### config.mk
export PLATFORM = sky130hd
export DESIGN_NAME = grid_ray_cast_column
export DESIGN_NICKNAME = d
export VERILOG_FILES = /design/src/design/grc_pkg.sv /design/src/design/grc_ram.sv /design/src/design/grc_div.sv /design/src/design/grc_dpath.sv /design/src/design/grc_ctrl.sv /design/src/design/grid_ray_cast_column.sv
export SDC_FILE = /design/constraint.sdc
export NUM_CORES = 2
export LEC_CHECK = 0
export BUFFER_PORTS_ARGS = -buffer_cell sky130_fd_sc_hd__buf_4
export CORE_AREA = 2 2 428 430
export DETAILED_ROUTE_END_ITERATION = 8
export DIE_AREA = 0 0 430 432
export GPL_TIMING_DRIVEN = 0
export SLEW_MARGIN = 30
export SYNTH_ARGS = -nofsm -noshare
export SYNTH_HDL_FRONTEND = slang
export SYNTH_SLANG_ARGS = --single-unit
### constraint.sdc
create_clock -name clk -period 32.2 [get_ports clk]
set_input_delay 3.22 -clock clk [delete_from_list [all_inputs] [get_ports clk]]
set_output_delay 3.22 -clock clk [all_outputs]
set_load 0.005 [all_outputs]
### src/design/grc_pkg.sv
// Shared types and constants for the grid ray caster.
package grc_pkg;

	localparam int EYE_W    = 20;
	localparam int DIR_W    = 16;
	localparam int DIM_W    = 11;
	localparam int CELL_W   = 4;
	localparam int ROW_W    = 16;
	localparam int CFG_IDX_W = 3;
	localparam int CFG_W    = 20;
	localparam int CAM_W    = 28;
	localparam int PROD_W   = 44;
	localparam int RAY_W    = 31;
	localparam int DIVQ_W   = 31;
	localparam int DIVS_W   = 48;
	localparam int DELTA_W  = 41;
	localparam int FRAC_W   = 17;
	localparam int SIDE_W   = 48;
	localparam int FRAC_SH  = 16;
	localparam int DIR_SH   = 14;

	localparam logic [DELTA_W-1:0] FAR_STEP = DELTA_W'(1) << 40;
	localparam logic [DIVQ_W-1:0]  UNIT_Q30 = DIVQ_W'(1) << 30;
	localparam logic signed [CAM_W-1:0] CAM_BIAS = CAM_W'(16384);

	localparam logic CMD_LOAD = 1'b0;
	localparam logic CMD_CAST = 1'b1;

	localparam logic [CFG_IDX_W-1:0] REG_EYE_X   = 3'd0;
	localparam logic [CFG_IDX_W-1:0] REG_EYE_Y   = 3'd1;
	localparam logic [CFG_IDX_W-1:0] REG_LOOK_X  = 3'd2;
	localparam logic [CFG_IDX_W-1:0] REG_LOOK_Y  = 3'd3;
	localparam logic [CFG_IDX_W-1:0] REG_PLANE_X = 3'd4;
	localparam logic [CFG_IDX_W-1:0] REG_PLANE_Y = 3'd5;
	localparam logic [CFG_IDX_W-1:0] REG_COLS    = 3'd6;
	localparam logic [CFG_IDX_W-1:0] REG_ROWS    = 3'd7;

	typedef enum logic [1:0] {
		DIV_CAM,
		DIV_DX,
		DIV_DY,
		DIV_LH
	} div_sel_t;

	typedef enum logic [4:0] {
		ST_IDLE,
		ST_CAM_GO,
		ST_CAM_WAIT,
		ST_RAY_X,
		ST_RAY_Y,
		ST_DX_GO,
		ST_DX_WAIT,
		ST_DY_GO,
		ST_DY_WAIT,
		ST_SIDE_X,
		ST_SIDE_Y,
		ST_WALK_STEP,
		ST_WALK_CHK,
		ST_WALK_TEST,
		ST_LH_GO,
		ST_LH_WAIT,
		ST_RESULT
	} state_t;

	typedef struct packed {
		logic     grid_wr;
		logic     start_cast;
		logic     div_start;
		logic     div_take;
		div_sel_t div_sel;
		logic     mul_ray;
		logic     side_init;
		logic     axis;
		logic     walk_step;
		logic     walk_test;
		logic     finish;
	} cmd_t;

	typedef struct packed {
		logic div_busy;
		logic eye_in_grid;
		logic out_of_grid;
		logic wall_hit;
		logic walk_last;
		logic out_free;
	} status_t;

endpackage

### src/design/grc_ram.sv
// Generic single-write, single-read RAM with registered read data.
module grc_ram #(
	parameter int WIDTH = 16,
	parameter int DEPTH = 16
) (
	input  logic                     clk,
	input  logic                     we,
	input  logic [$clog2(DEPTH)-1:0] waddr,
	input  logic [WIDTH-1:0]         wdata,
	input  logic [$clog2(DEPTH)-1:0] raddr,
	output logic [WIDTH-1:0]         rdata
);

	logic [WIDTH-1:0] mem_q [DEPTH];

	always_ff @(posedge clk) begin
		if (we) begin
			mem_q[waddr] <= wdata;
		end
		rdata <= mem_q[raddr];
	end

endmodule

### src/design/grc_div.sv
// Restoring divider, one quotient bit per cycle.
module grc_div (
	input  logic                       clk,
	input  logic                       arst_n,
	input  logic                       start,
	input  logic [grc_pkg::DIVQ_W-1:0] dividend,
	input  logic [grc_pkg::DIVS_W-1:0] divisor,
	output logic                       busy,
	output logic [grc_pkg::DIVQ_W-1:0] quotient
);
	import grc_pkg::*;

	localparam int CNT_W = $clog2(DIVQ_W + 1);

	logic [DIVS_W:0]   rem_q;
	logic [DIVQ_W-1:0] quo_q;
	logic [DIVS_W-1:0] den_q;
	logic [CNT_W-1:0]  cnt_q;
	logic              busy_q;
	logic [DIVS_W:0]   trial;
	logic              ge;

	assign trial = {rem_q[DIVS_W-1:0], quo_q[DIVQ_W-1]};
	assign ge    = trial >= {1'b0, den_q};

	always_ff @(posedge clk or negedge arst_n) begin
		if (!arst_n) begin
			busy_q <= 1'b0;
			cnt_q  <= '0;
		end else if (start) begin
			busy_q <= 1'b1;
			cnt_q  <= CNT_W'(DIVQ_W);
		end else if (busy_q) begin
			cnt_q <= cnt_q - CNT_W'(1);
			if (cnt_q == CNT_W'(1)) begin
				busy_q <= 1'b0;
			end
		end
	end

	always_ff @(posedge clk) begin
		if (start) begin
			rem_q <= '0;
			quo_q <= dividend;
			den_q <= divisor;
		end else if (busy_q) begin
			rem_q <= ge ? trial - {1'b0, den_q} : trial;
			quo_q <= {quo_q[DIVQ_W-2:0], ge};
		end
	end

	assign busy     = busy_q;
	assign quotient = quo_q;

endmodule

### src/design/grc_dpath.sv
// Datapath: configuration, grid store, ray setup, DDA walk and strip output.
module grc_dpath #(
	parameter int GRID_SIZE  = 16,
	parameter int SCREEN_MAX = 2048
) (
	input  logic                          clk,
	input  logic                          arst_n,
	input  logic                          wr_en,
	input  logic [grc_pkg::CFG_IDX_W-1:0] wr_index,
	input  logic [grc_pkg::CFG_W-1:0]     wr_data,
	input  logic [grc_pkg::DIM_W-1:0]     column,
	input  logic [grc_pkg::CELL_W-1:0]    row_index,
	input  logic [grc_pkg::ROW_W-1:0]     row_cells,
	input  grc_pkg::cmd_t                 cmd,
	output grc_pkg::status_t              status,
	input  logic                          out_stall,
	output logic                          out_valid,
	output logic [grc_pkg::DIM_W-1:0]     strip_column,
	output logic [grc_pkg::DIM_W-1:0]     draw_top,
	output logic [grc_pkg::DIM_W-1:0]     draw_bottom,
	output logic                          hit_side,
	output logic [grc_pkg::CELL_W-1:0]    wall_cell_x,
	output logic [grc_pkg::CELL_W-1:0]    wall_cell_y,
	output logic                          wall_found
);
	import grc_pkg::*;

	localparam int AW  = $clog2(GRID_SIZE);
	localparam int GW  = AW + 2;
	localparam int NW  = $clog2(2 * GRID_SIZE + 3);
	localparam int CAP = 2 * SCREEN_MAX;
	localparam int LW  = $clog2(CAP) + 1;
	localparam int CW  = ((LW > DIM_W) ? LW : DIM_W) + 1;

	logic [EYE_W-1:0]        eye_x_q, eye_y_q;
	logic signed [DIR_W-1:0] look_x_q, look_y_q, plane_dx_q, plane_dy_q;
	logic [DIM_W-1:0]        cols_q, rows_q, cols_eff, rows_eff;

	logic [DIM_W-1:0]         col_q;
	logic signed [CAM_W-1:0]  cam_q;
	logic signed [RAY_W-1:0]  ray_x_q, ray_y_q;
	logic [DELTA_W-1:0]       dx_q, dy_q;
	logic [SIDE_W-1:0]        sdx_q, sdy_q, perp_q;
	logic signed [GW-1:0]     mx_q, my_q;
	logic [NW-1:0]            n_q;
	logic                     side_q, found_q, inside_q;
	logic [LW-1:0]            lh_q;
	logic [GRID_SIZE-1:0]     valid_q;

	logic                     out_valid_q;
	logic [DIM_W-1:0]         col_o_q, top_o_q, bot_o_q;
	logic                     side_o_q, found_o_q;
	logic [CELL_W-1:0]        cx_o_q, cy_o_q;

	logic                     div_busy;
	logic [DIVQ_W-1:0]        div_dvd, div_quo;
	logic [DIVS_W-1:0]        div_dvs;

	logic signed [DIR_W-1:0]  pl_sel, lk_sel;
	logic signed [PROD_W-1:0] prod_ray;
	logic signed [RAY_W-1:0]  ray_new, ray_sel;
	logic [RAY_W-1:0]         mag_x, mag_y;
	logic [FRAC_W-1:0]        frac_sel;
	logic [EYE_W-1:0]         eye_sel;
	logic [DELTA_W-1:0]       delta_sel;
	logic [SIDE_W-1:0]        prod_side, side_new;
	logic                     x_first;
	logic [AW-1:0]            gw_addr;
	logic [GRID_SIZE+ROW_W-1:0] cells_ext;
	logic [GRID_SIZE-1:0]     rd_row;
	logic                     gw_ok;
	logic [CW-1:0]            half_l, half_r, rows_c, bot_sum;
	logic [DIM_W-1:0]         top_v, bot_v;

	// configuration
	assign cols_eff = (cols_q == '0) ? DIM_W'(1) : cols_q;
	assign rows_eff = (rows_q == '0) ? DIM_W'(1) : rows_q;

	always_ff @(posedge clk or negedge arst_n) begin
		if (!arst_n) begin
			eye_x_q    <= EYE_W'(458752);
			eye_y_q    <= EYE_W'(524288);
			look_x_q   <= -DIR_W'(16384);
			look_y_q   <= '0;
			plane_dx_q <= '0;
			plane_dy_q <= DIR_W'(10813);
			cols_q     <= DIM_W'(640);
			rows_q     <= DIM_W'(480);
		end else if (wr_en) begin
			case (wr_index)
				REG_EYE_X:   eye_x_q    <= wr_data;
				REG_EYE_Y:   eye_y_q    <= wr_data;
				REG_LOOK_X:  look_x_q   <= wr_data[DIR_W-1:0];
				REG_LOOK_Y:  look_y_q   <= wr_data[DIR_W-1:0];
				REG_PLANE_X: plane_dx_q <= wr_data[DIR_W-1:0];
				REG_PLANE_Y: plane_dy_q <= wr_data[DIR_W-1:0];
				REG_COLS:    cols_q     <= wr_data[DIM_W-1:0];
				REG_ROWS:    rows_q     <= wr_data[DIM_W-1:0];
				default: ;
			endcase
		end
	end

	// grid store
	assign gw_ok     = 32'(row_index) < 32'(GRID_SIZE);
	assign gw_addr   = AW'(row_index);
	assign cells_ext = {{GRID_SIZE{1'b0}}, row_cells};

	grc_ram #(.WIDTH(GRID_SIZE), .DEPTH(GRID_SIZE)) u_grid (
		.clk   (clk),
		.we    (cmd.grid_wr && gw_ok),
		.waddr (gw_addr),
		.wdata (cells_ext[GRID_SIZE-1:0]),
		.raddr (mx_q[AW-1:0]),
		.rdata (rd_row)
	);

	always_ff @(posedge clk or negedge arst_n) begin
		if (!arst_n) begin
			valid_q <= '0;
		end else if (cmd.grid_wr && gw_ok) begin
			valid_q[gw_addr] <= 1'b1;
		end
	end

	// shared divider
	assign mag_x = ray_x_q[RAY_W-1] ? RAY_W'(-ray_x_q) : RAY_W'(ray_x_q);
	assign mag_y = ray_y_q[RAY_W-1] ? RAY_W'(-ray_y_q) : RAY_W'(ray_y_q);

	always_comb begin
		case (cmd.div_sel)
			DIV_CAM: begin
				div_dvd = DIVQ_W'({col_q, 15'b0});
				div_dvs = DIVS_W'(cols_eff);
			end
			DIV_DX: begin
				div_dvd = UNIT_Q30;
				div_dvs = DIVS_W'(mag_x);
			end
			DIV_DY: begin
				div_dvd = UNIT_Q30;
				div_dvs = DIVS_W'(mag_y);
			end
			DIV_LH: begin
				div_dvd = DIVQ_W'({rows_eff, 16'b0});
				div_dvs = perp_q;
			end
			default: begin
				div_dvd = '0;
				div_dvs = '0;
			end
		endcase
	end

	grc_div u_div (
		.clk      (clk),
		.arst_n   (arst_n),
		.start    (cmd.div_start),
		.dividend (div_dvd),
		.divisor  (div_dvs),
		.busy     (div_busy),
		.quotient (div_quo)
	);

	// ray and first side distances
	assign pl_sel   = cmd.axis ? plane_dy_q : plane_dx_q;
	assign lk_sel   = cmd.axis ? look_y_q : look_x_q;
	assign prod_ray = PROD_W'(pl_sel) * PROD_W'(cam_q);
	assign ray_new  = RAY_W'(lk_sel) + RAY_W'(prod_ray >>> DIR_SH);

	assign ray_sel   = cmd.axis ? ray_y_q : ray_x_q;
	assign eye_sel   = cmd.axis ? eye_y_q : eye_x_q;
	assign delta_sel = cmd.axis ? dy_q : dx_q;
	assign frac_sel  = ray_sel[RAY_W-1] ? {1'b0, eye_sel[FRAC_SH-1:0]}
	                                    : FRAC_W'(65536) - {1'b0, eye_sel[FRAC_SH-1:0]};
	assign prod_side = SIDE_W'(frac_sel) * SIDE_W'(delta_sel[DIVQ_W-1:0]);
	assign side_new  = (delta_sel == FAR_STEP) ? SIDE_W'({frac_sel, 24'b0})
	                                           : (prod_side >> FRAC_SH);

	assign x_first = sdx_q < sdy_q;

	always_ff @(posedge clk or negedge arst_n) begin
		if (!arst_n) begin
			found_q <= 1'b0;
			n_q     <= '0;
		end else if (cmd.start_cast) begin
			found_q <= 1'b0;
			n_q     <= '0;
		end else begin
			if (cmd.walk_step) begin
				n_q <= n_q + NW'(1);
			end
			if (cmd.walk_test) begin
				found_q <= status.wall_hit;
			end
		end
	end

	always_ff @(posedge clk) begin
		if (cmd.start_cast) begin
			col_q    <= column;
			side_q   <= 1'b0;
			inside_q <= (32'(eye_x_q[EYE_W-1:FRAC_SH]) < 32'(GRID_SIZE))
			         && (32'(eye_y_q[EYE_W-1:FRAC_SH]) < 32'(GRID_SIZE));
			mx_q     <= GW'(eye_x_q[EYE_W-1:FRAC_SH]);
			my_q     <= GW'(eye_y_q[EYE_W-1:FRAC_SH]);
		end
		if (cmd.div_take) begin
			case (cmd.div_sel)
				DIV_CAM: cam_q <= $signed({1'b0, div_quo[CAM_W-2:0]}) - CAM_BIAS;
				DIV_DX:  dx_q  <= (mag_x == '0) ? FAR_STEP : DELTA_W'(div_quo);
				DIV_DY:  dy_q  <= (mag_y == '0) ? FAR_STEP : DELTA_W'(div_quo);
				DIV_LH:  lh_q  <= (div_quo < DIVQ_W'(CAP)) ? LW'(div_quo) : LW'(CAP);
				default: ;
			endcase
		end
		if (cmd.mul_ray) begin
			if (cmd.axis) begin
				ray_y_q <= ray_new;
			end else begin
				ray_x_q <= ray_new;
			end
		end
		if (cmd.side_init) begin
			if (cmd.axis) begin
				sdy_q <= side_new;
			end else begin
				sdx_q <= side_new;
			end
		end
		if (cmd.walk_step) begin
			if (x_first) begin
				perp_q <= sdx_q;
				sdx_q  <= sdx_q + SIDE_W'(dx_q);
				mx_q   <= ray_x_q[RAY_W-1] ? mx_q - GW'(1) : mx_q + GW'(1);
				side_q <= 1'b0;
			end else begin
				perp_q <= sdy_q;
				sdy_q  <= sdy_q + SIDE_W'(dy_q);
				my_q   <= ray_y_q[RAY_W-1] ? my_q - GW'(1) : my_q + GW'(1);
				side_q <= 1'b1;
			end
		end
	end

	// strip bounds
	assign half_l  = CW'(lh_q >> 1);
	assign half_r  = CW'(rows_eff >> 1);
	assign rows_c  = CW'(rows_eff);
	assign bot_sum = half_l + half_r;
	assign top_v   = (half_r > half_l) ? DIM_W'(half_r - half_l) : '0;
	assign bot_v   = (bot_sum >= rows_c) ? DIM_W'(rows_c - CW'(1)) : DIM_W'(bot_sum);

	always_ff @(posedge clk or negedge arst_n) begin
		if (!arst_n) begin
			out_valid_q <= 1'b0;
		end else if (cmd.finish) begin
			out_valid_q <= 1'b1;
		end else if (!out_stall) begin
			out_valid_q <= 1'b0;
		end
	end

	always_ff @(posedge clk) begin
		if (cmd.finish) begin
			col_o_q   <= col_q;
			found_o_q <= found_q;
			top_o_q   <= found_q ? top_v : '0;
			bot_o_q   <= found_q ? bot_v : '0;
			side_o_q  <= found_q & side_q;
			cx_o_q    <= found_q ? CELL_W'(mx_q) : '0;
			cy_o_q    <= found_q ? CELL_W'(my_q) : '0;
		end
	end

	assign status.div_busy    = div_busy;
	assign status.eye_in_grid = inside_q;
	assign status.out_of_grid = mx_q[GW-1] || ($unsigned(mx_q) >= GW'(GRID_SIZE))
	                         || my_q[GW-1] || ($unsigned(my_q) >= GW'(GRID_SIZE));
	assign status.wall_hit    = rd_row[my_q[AW-1:0]] & valid_q[mx_q[AW-1:0]];
	assign status.walk_last   = n_q == NW'(2 * GRID_SIZE + 2);
	assign status.out_free    = !out_valid_q || !out_stall;

	assign out_valid    = out_valid_q;
	assign strip_column = col_o_q;
	assign draw_top     = top_o_q;
	assign draw_bottom  = bot_o_q;
	assign hit_side     = side_o_q;
	assign wall_cell_x  = cx_o_q;
	assign wall_cell_y  = cy_o_q;
	assign wall_found   = found_o_q;

endmodule

### src/design/grc_ctrl.sv
// Controller: sequences the ray setup, the DDA walk and the strip result.
module grc_ctrl (
	input  logic             clk,
	input  logic             arst_n,
	input  logic             in_valid,
	input  logic             command,
	input  grc_pkg::status_t status,
	output grc_pkg::cmd_t    cmd,
	output logic             in_stall
);
	import grc_pkg::*;

	state_t state_q, state_d;

	always_ff @(posedge clk or negedge arst_n) begin
		if (!arst_n) begin
			state_q <= ST_IDLE;
		end else begin
			state_q <= state_d;
		end
	end

	always_comb begin
		state_d  = state_q;
		cmd      = '0;
		in_stall = state_q != ST_IDLE;
		case (state_q)
			ST_IDLE: begin
				if (in_valid) begin
					if (command == CMD_LOAD) begin
						cmd.grid_wr = 1'b1;
					end else begin
						cmd.start_cast = 1'b1;
						state_d        = ST_CAM_GO;
					end
				end
			end
			ST_CAM_GO: begin
				cmd.div_start = 1'b1;
				cmd.div_sel   = DIV_CAM;
				state_d       = ST_CAM_WAIT;
			end
			ST_CAM_WAIT: begin
				cmd.div_sel = DIV_CAM;
				if (!status.div_busy) begin
					cmd.div_take = 1'b1;
					state_d      = ST_RAY_X;
				end
			end
			ST_RAY_X: begin
				cmd.mul_ray = 1'b1;
				state_d     = ST_RAY_Y;
			end
			ST_RAY_Y: begin
				cmd.mul_ray = 1'b1;
				cmd.axis    = 1'b1;
				state_d     = ST_DX_GO;
			end
			ST_DX_GO: begin
				cmd.div_start = 1'b1;
				cmd.div_sel   = DIV_DX;
				state_d       = ST_DX_WAIT;
			end
			ST_DX_WAIT: begin
				cmd.div_sel = DIV_DX;
				if (!status.div_busy) begin
					cmd.div_take = 1'b1;
					state_d      = ST_DY_GO;
				end
			end
			ST_DY_GO: begin
				cmd.div_start = 1'b1;
				cmd.div_sel   = DIV_DY;
				state_d       = ST_DY_WAIT;
			end
			ST_DY_WAIT: begin
				cmd.div_sel = DIV_DY;
				if (!status.div_busy) begin
					cmd.div_take = 1'b1;
					state_d      = ST_SIDE_X;
				end
			end
			ST_SIDE_X: begin
				cmd.side_init = 1'b1;
				state_d       = ST_SIDE_Y;
			end
			ST_SIDE_Y: begin
				cmd.side_init = 1'b1;
				cmd.axis      = 1'b1;
				state_d       = status.eye_in_grid ? ST_WALK_STEP : ST_RESULT;
			end
			ST_WALK_STEP: begin
				cmd.walk_step = 1'b1;
				state_d       = ST_WALK_CHK;
			end
			ST_WALK_CHK: begin
				state_d = status.out_of_grid ? ST_RESULT : ST_WALK_TEST;
			end
			ST_WALK_TEST: begin
				cmd.walk_test = 1'b1;
				if (status.wall_hit) begin
					state_d = ST_LH_GO;
				end else if (status.walk_last) begin
					state_d = ST_RESULT;
				end else begin
					state_d = ST_WALK_STEP;
				end
			end
			ST_LH_GO: begin
				cmd.div_start = 1'b1;
				cmd.div_sel   = DIV_LH;
				state_d       = ST_LH_WAIT;
			end
			ST_LH_WAIT: begin
				cmd.div_sel = DIV_LH;
				if (!status.div_busy) begin
					cmd.div_take = 1'b1;
					state_d      = ST_RESULT;
				end
			end
			ST_RESULT: begin
				if (status.out_free) begin
					cmd.finish = 1'b1;
					state_d    = ST_IDLE;
				end
			end
			default: begin
				state_d = ST_IDLE;
			end
		endcase
	end

endmodule

### src/design/grid_ray_cast_column.sv
// Grid DDA ray caster: one wall strip per screen column.
// A load word writes one grid row in the cycle it is accepted.
// A cast word runs the DDA walk and four passes of the shared one-bit-per-cycle divider on a hit,
// three on a miss, and may also wait on output stalls.
// One word is worked on at a time; the result register frees the output side.
// Reset restores the default camera and clears the grid to no walls.
module grid_ray_cast_column #(
	parameter int GRID_SIZE  = 16,
	parameter int SCREEN_MAX = 2048
) (
	input  logic                          clk,
	input  logic                          arst_n,
	input  logic                          wr_en,
	input  logic [grc_pkg::CFG_IDX_W-1:0] wr_index,
	input  logic [grc_pkg::CFG_W-1:0]     wr_data,
	input  logic                          in_valid,
	output logic                          in_stall,
	input  logic                          command,
	input  logic [grc_pkg::DIM_W-1:0]     column,
	input  logic [grc_pkg::CELL_W-1:0]    row_index,
	input  logic [grc_pkg::ROW_W-1:0]     row_cells,
	output logic                          out_valid,
	input  logic                          out_stall,
	output logic [grc_pkg::DIM_W-1:0]     strip_column,
	output logic [grc_pkg::DIM_W-1:0]     draw_top,
	output logic [grc_pkg::DIM_W-1:0]     draw_bottom,
	output logic                          hit_side,
	output logic [grc_pkg::CELL_W-1:0]    wall_cell_x,
	output logic [grc_pkg::CELL_W-1:0]    wall_cell_y,
	output logic                          wall_found
);
	import grc_pkg::*;

	cmd_t    cmd;
	status_t status;

	grc_ctrl u_ctrl (
		.clk      (clk),
		.arst_n   (arst_n),
		.in_valid (in_valid),
		.command  (command),
		.status   (status),
		.cmd      (cmd),
		.in_stall (in_stall)
	);

	grc_dpath #(.GRID_SIZE(GRID_SIZE), .SCREEN_MAX(SCREEN_MAX)) u_dpath (
		.clk          (clk),
		.arst_n       (arst_n),
		.wr_en        (wr_en),
		.wr_index     (wr_index),
		.wr_data      (wr_data),
		.column       (column),
		.row_index    (row_index),
		.row_cells    (row_cells),
		.cmd          (cmd),
		.status       (status),
		.out_stall    (out_stall),
		.out_valid    (out_valid),
		.strip_column (strip_column),
		.draw_top     (draw_top),
		.draw_bottom  (draw_bottom),
		.hit_side     (hit_side),
		.wall_cell_x  (wall_cell_x),
		.wall_cell_y  (wall_cell_y),
		.wall_found   (wall_found)
	);

	a_cast_busy: assert property (@(posedge clk) disable iff (!arst_n)
		in_valid && !in_stall && (command == CMD_CAST) |=> in_stall)
		else $error("cast word did not hold off input");

	a_miss_zero: assert property (@(posedge clk) disable iff (!arst_n)
		out_valid && !wall_found |-> (draw_top == '0) && (draw_bottom == '0)
		&& !hit_side)
		else $error("miss word carries nonzero strip");

	a_strip_order: assert property (@(posedge clk) disable iff (!arst_n)
		out_valid && wall_found |-> draw_top <= draw_bottom)
		else $error("strip top below bottom");

endmodule
# Yosys cells after proc, flatten, opt, wreduce, memory -nomap -nowiden
# Memories as Yosys holds them, arrays and structs flattened. A register that Yosys moved wholly into a read port is not among the register bits.
# Index checks and enable logic that the tools add are counted.
totals:
  regBits: 684
  ramBits: 256
  in_bits: 60
  out_inout_bits: 45
  word_cells: 239
  memories: 1
op_classes:
  addsub: 17
  multipliers: 2
  order_cmp: 11
  eq_ne: 37
  muxes: 84
  bitwise_logic: 4
  n_reduce_logical: 43
memory_table:
  columns: ["memory", "words", "width", "read_ports", "rd_clocked_by_memory_dff", "wr", "line_no", "rtl"]
  rows:
  - ["u_dpath.u_grid.mem_q", 16, 16, 1, 1, 1, "grc_ram.sv:14", "logic [WIDTH-1:0] mem_q [DEPTH];"]
ops:
  columns: ["op", "count"]
  rows:
  - ["$mux 48", 10]
  - ["$pmux 48 s4", 1]
  - ["$mux 41", 4]
  - ["$mux 31", 5]
  - ["$add 48x41->48", 2]
  - ["$pmux 31 s3", 1]
  - ["$pmux 5 s17", 1]
  - ["$logic_not 31->1", 2]
  - ["$neg 31->31", 2]
  - ["$mux 5", 12]
  - ["$mux 6", 10]
  - ["$ge 49x48->1", 1]
  - ["$lt 48x48->1", 1]
  - ["$mul 17x31->48", 1]
  - ["$mux 16", 3]
  - ["$sub 48x48->48", 1]
  - ["$mul 16x28->44", 1]
  - ["$eq 41x41->1 const B", 1]
  - ["$eq 5x4->1 const B", 8]
  - ["$mux 11", 3]
  - ["$add 16x30->31", 1]
  - ["$lt 31x13->1 const B", 1]
  - ["$reduce_and 2->1", 15]
  - ["$sub 27x15->28 const B", 1]
  - ["other kinds (46)", 110]

# Longest topological paths before layout
depth:
  word_depth: 12
  mapped_depth: 48
  mapped_depth_nobuf: 41

# Cells and area by module
# A second synthesis with hierarchy kept.
unflattened:
  hier_cells: 8146
  area_unflattened_um2: 81914.8
modules_own_cells:
  columns: ["module", "n_inst", "cells_each", "area_each_um2", "seq_area_each_um2"]
  rows:
  - ["grc_dpath", 1, 6742, 63031.7, 14018.4]
  - ["grc_ram", 1, 432, 10042.1, 8007.7]
  - ["grc_div", 1, 878, 8181.6, 3483.3]
  - ["grc_ctrl", 1, 94, 659.4, 125.1]

# Worst setup path before layout
# Ideal clock, no wire load.
synth_timing:
  kind: "register -> register"
  start: "reg u_ctrl.state_q[3]"
  end: "reg u_dpath.ray_x_q[29], data pin"
  t_arrival_ns: 10.640
  required_time_ns: 31.931
  path_slack_ns: 21.291
  path_stages_with_launch: 47
  path_buffers: 7
  synth_period_minus_slack_ns: 10.909
  path_cell_list: "dfrtp_1 > clkbuf_1 > or3b_1 > a21oi_1 > clkbuf_1 > clkbuf_1 > buf_1 > clkbuf_1 > clkbuf_1 > nand2_1 > nand2_1 > clkbuf_1 > nand2_1 > fa_1 > inv_1 > fa_1 > inv_1 > fa_1 > [11 not listed] > a21oi_1 > a21oi_1 > o21bai_1 > a21oi_1 > o21ai_1 > a21o_1 > xor2_1 > ha_1 > a21o_1 > a21o_1 > a21oi_1 > nand2_1 > o21ai_0 > a31oi_1 > a21o_1 > a21oi_1 > o21ai_0 > xor2_1"
synth_between:
  elab_chain_len: 6
  word_cells_on_any_way: 8
synth_rtl:
  columns: ["item", "line_no", "rtl"]
  rows:
  - ["start, declared", "grc_ctrl.sv:13", "state_t state_q, state_d;"]
  - ["start signal, assigned", "grc_ctrl.sv:19", "state_q <= state_d;"]
  - ["$eq 5x3->1 or $eq 5x4->1 (tied branches)", "grc_ctrl.sv:27", "case (state_q)"]
  - ["$reduce_or 2->1 (no source line) (*)", null, null]
  - ["$mux 1 (*)", "grc_ctrl.sv:27", null]
  - ["$mux 16", "grc_dpath.sv:166", "assign pl_sel = cmd.axis ? plane_dy_q : plane_dx_q;"]
  - ["$mul 16x28->44", "grc_dpath.sv:168", "assign prod_ray = PROD_W'(pl_sel) * PROD_W'(cam_q);"]
  - ["$add 16x30->31 (*)", "grc_dpath.sv:169", "assign ray_new = RAY_W'(lk_sel) + RAY_W'(prod_ray >>> DIR_SH);"]
  - ["via u_dpath.ray_new[29]", "grc_dpath.sv:61", "logic signed [RAY_W-1:0] ray_new, ray_sel;"]
  - ["end signal, assigned", "grc_dpath.sv:221", "ray_x_q <= ray_new;"]
  - ["end, declared", "grc_dpath.sv:41", "logic signed [RAY_W-1:0] ray_x_q, ray_y_q;"]
# Mark *: on every way through the listed nets, which the timed path passes. The rest lies on a longest branch.
# A chain may end at the register's enable or synchronous reset.

# Worst setup path in the final report
layout_timing:
  start: "reg u_ctrl.state_q[3]"
  end: "reg u_dpath.ray_y_q[30], data pin"
layout_between:
  elab_chain_len: 6
  word_cells_on_any_way: 8
layout_rtl:
  columns: ["item", "line_no", "rtl"]
  rows:
  - ["$eq 5x3->1 or $eq 5x4->1 (tied branches)", "grc_ctrl.sv:27", null]
  - ["$reduce_or 2->1 (no source line) (*)", null, null]
  - ["$mux 1 (*)", "grc_ctrl.sv:27", null]
  - ["$mux 16", "grc_dpath.sv:166", null]
  - ["$mul 16x28->44", "grc_dpath.sv:168", null]
  - ["$add 16x30->31 (*)", "grc_dpath.sv:169", null]
  - ["via u_dpath.ray_new[30]", "grc_dpath.sv:61", null]
  - ["end signal, assigned", "grc_dpath.sv:219", "ray_y_q <= ray_new;"]
  - ["end, declared", "grc_dpath.sv:41", null]
# Marks and branches as above.

==> out/summary.txt <==
status: finished clean
Final Hold Viols: 0
Synth warnings: 0
first-pass detailed-route iteration total: 9
Yosys top cell by area: edfxtp_1
Top Family by Delay on Critical Path: buffers and inverters
EDFF count, synth: 604
count of different cell masters after synthesis: 96
Final ANT Viol Nets: 0
Setup Buffers After CTS: 0
die area: 0.186 mm^2
initial antenna violation count: 26
detailed placement HPWL: 218,000 um
DRC viols: 0
Ports: 105
RSZ-0062 raised after global routing: no
Worst Hold Class: flop to flop
most frequent cells in the layout: 1,254 x inv_1, 1,107 x nand2_1, 869 x fa_1
WL final: 270,000 um
Worst R2R End: u_dpath.ray_y_q[30]$_DFFE_PP_
number of global-route vias before repair: 61,800
Die X: 430 um
Num CTS Buffers: 98
min Tclk post-route: 15,240 ps
fill cell count: 16,800
Synth area leaders: edfxtp_1 22%, fa_1 21%, ha_1 7.2%, inv_1 5.8%, nand2_1 5.1%
area of the core: 0.182 mm^2
clock tree skew after final layout: 79.7 ps
worst path bufs/invs: 10
initial core utilization: 44.6%
Setup Crit Path Kind: flop to flop
Post-CTS Hold Buffers: 0
clock latency on the worst-skew pair: 760 ps
remaining global-route overflow: 0
Tcrit/Tclk final: 47.3%
crit path DAT: 15,620 ps
post-cts gate resize count: 0
reg2reg start: u_ctrl.state_q[3]$_DFFE_PN0P_
setup violators final: 0
Chip Height: 432 um
IO Port Bufs: 102
largest net degree at the start of global routing: 69
Reg2Reg Depth: 45
DR vias/cell: 5.70
Mapped Area: 0.0811 mm^2
hold path startpoint: u_dpath.sdy_q[45]$_DFF_P_
Max Cap Viol: 0
Worst setup SP type: flop
final slew viol count: 0
wire length of the first global-routing pass: 401,000 um
Syn Nets: 9,484
wire per inst: 25.0 um
max incr delay on CP: 840 ps
GRT Util Overall: 29.2%
register area share after synthesis: 31.6%
Tightest Pin Transition: 1130 ps
CTS H-Tree Depth: 3
# rows: 157
CTS Buffer Depth: 3
CP Capture Type: flop
finished layout cell area: 0.0894 mm^2
register bit total from synthesis: 937
Avg Cell Area, Syn: 10.0 um^2
Final nets: 9,736
CTS Sinks: 937
Worst R2R Setup Slack: 16,960 ps
Worst Hold Depth: 1
max_slew headroom: 24.8%
hold worst-path end: u_dpath.sdy_q[45]$_DFF_P_
CTS tree: yes
P&R area growth vs syn: 10.3%
TNS Setup: 0 ps
Non-Filler Instances: 10,800
CTS Root Cell: clkbuf_16
slowest stage cell, crit path: clkbuf_1
Fmax: 65.6 MHz
Syn Inst Count: 8,090
Vias: 61,600
post-layout util: 49.2%
most common flop cell mapped by yosys: edfxtp_1
share of the synthesized area in the top cell type: 22.4%
Max FO, Critical Path: 10
leading cell type in the layout, fill and taps excluded: inv_1
ys async rst share: 17.2%
layout cells sized above 1: 9.13%
area post-placement: 0.0859 mm^2
RePlAce Congestion: 1.02
clk slew on worst S/H paths: 60 ps
placed insts: 10,600
Data required, critical path: 32,580 ps
Starting DRT DRC Count: 5,843
Yosys cell counts (105+ instances only):
cell type  instances
and2_1           262
dfrtp_1          141
nor3_1           112
clkbuf_1         316
fa_1             869
mux2_2           175
inv_1           1255
xnor2_1          219
o21ai_0          204
dfxtp_1          172
a21oi_1          368
xor2_1           105
nor2_1           414
a21o_1           144
ha_1             465
nand2_1         1108
edfxtp_1         604
routing by layer:
metal | vias to the layer above | routed length (um) | track usage (%)
li1 | 27300 | - | -
met1 | 31300 | 110000 | 38.4
met2 | 2443 | 127000 | 47.7
met3 | 590 | 20400 | 4.91
met4 | 18 | 13000 | 12.3
met5 | - | 138 | 0
sequential cells by signal, summed over array words and instances (netlist names), 20 cells and up:
register	flops
u_dpath.cam_q	28
u_dpath.ray_x_q	31
u_dpath.sdy_q	48
u_dpath.eye_x_q	20
u_dpath.dy_q	32
u_dpath.perp_q	48
u_dpath.u_div.den_q	48
u_dpath.ray_y_q	31
u_dpath.u_div.rem_q	48
u_dpath.u_grid.mem_q	256
u_dpath.eye_y_q	20
u_dpath.u_div.quotient	31
u_dpath.sdx_q	48
u_dpath.dx_q	32
worst register-to-register path, delay by kind of cell (launching register included):
| kind | cells | cell delay, ps |
|---|---|---|
| fa+ha+maj | 8 | 3720 |
| simple gates | 8 | 1830 |
| xor+xnor | 1 | 150 |
| buf+inv | 10 | 4570 |
| flops | 1 | 360 |
| compound gates | 18 | 4230 |
logic make-up after synthesis:
kind of cell,share of synthesized area [%]
xor gates and xnor gates,3.50
adders and majority gates,28.6
buffers and inverters,7.52
other,0.00463
AOI/OAI and AO/OA,9.26
muxes,5.83
and+or+nand+nor,13.6
DFF,31.6
layout make-up:
class	instances	area [um^2]	area share [%]
multi-input combinational	5538	49700	55.6
sequential	937	25600	28.7
inverter	1261	4740	5.30
tap	2385	2980	3.34
clock buffer	135	2700	3.02
timing repair buffer	152	1520	1.70
buffer	354	1380	1.55
clock inverter	49	706	0.789
antenna	9	22.5	0.0252
through the flow:
step	worst slack, ps	hold WS [ps]
floorplan	21290	427
global placement	17580	442
detailed placement	17340	449
CTS	17150	467
global route	16470	476
finish	16960	466
worst max path at each step:
stage                               endpoint  depth (start not counted)  slack, ps                          start
6_report       u_dpath.ray_y_q[30]$_DFFE_PP_                         45      16960  u_ctrl.state_q[3]$_DFFE_PN0P_
5_1_grt        u_dpath.ray_y_q[30]$_DFFE_PP_                         47      16470  u_ctrl.state_q[1]$_DFFE_PN0P_
4_1_cts        u_dpath.ray_y_q[30]$_DFFE_PP_                         45      17150  u_ctrl.state_q[3]$_DFFE_PN0P_
3_5_place_dp   u_dpath.ray_x_q[30]$_DFFE_PP_                         45      17340  u_ctrl.state_q[3]$_DFFE_PN0P_
3_3_place_gp   u_dpath.ray_x_q[30]$_DFFE_PP_                         42      17580  u_ctrl.state_q[3]$_DFFE_PN0P_
2_1_floorplan  u_dpath.ray_x_q[29]$_DFFE_PP_                         46      21290  u_ctrl.state_q[3]$_DFFE_PN0P_
Power is not shown: default switching activity piles up to over one toggle a cycle in this logic, so the estimate is an artifact.
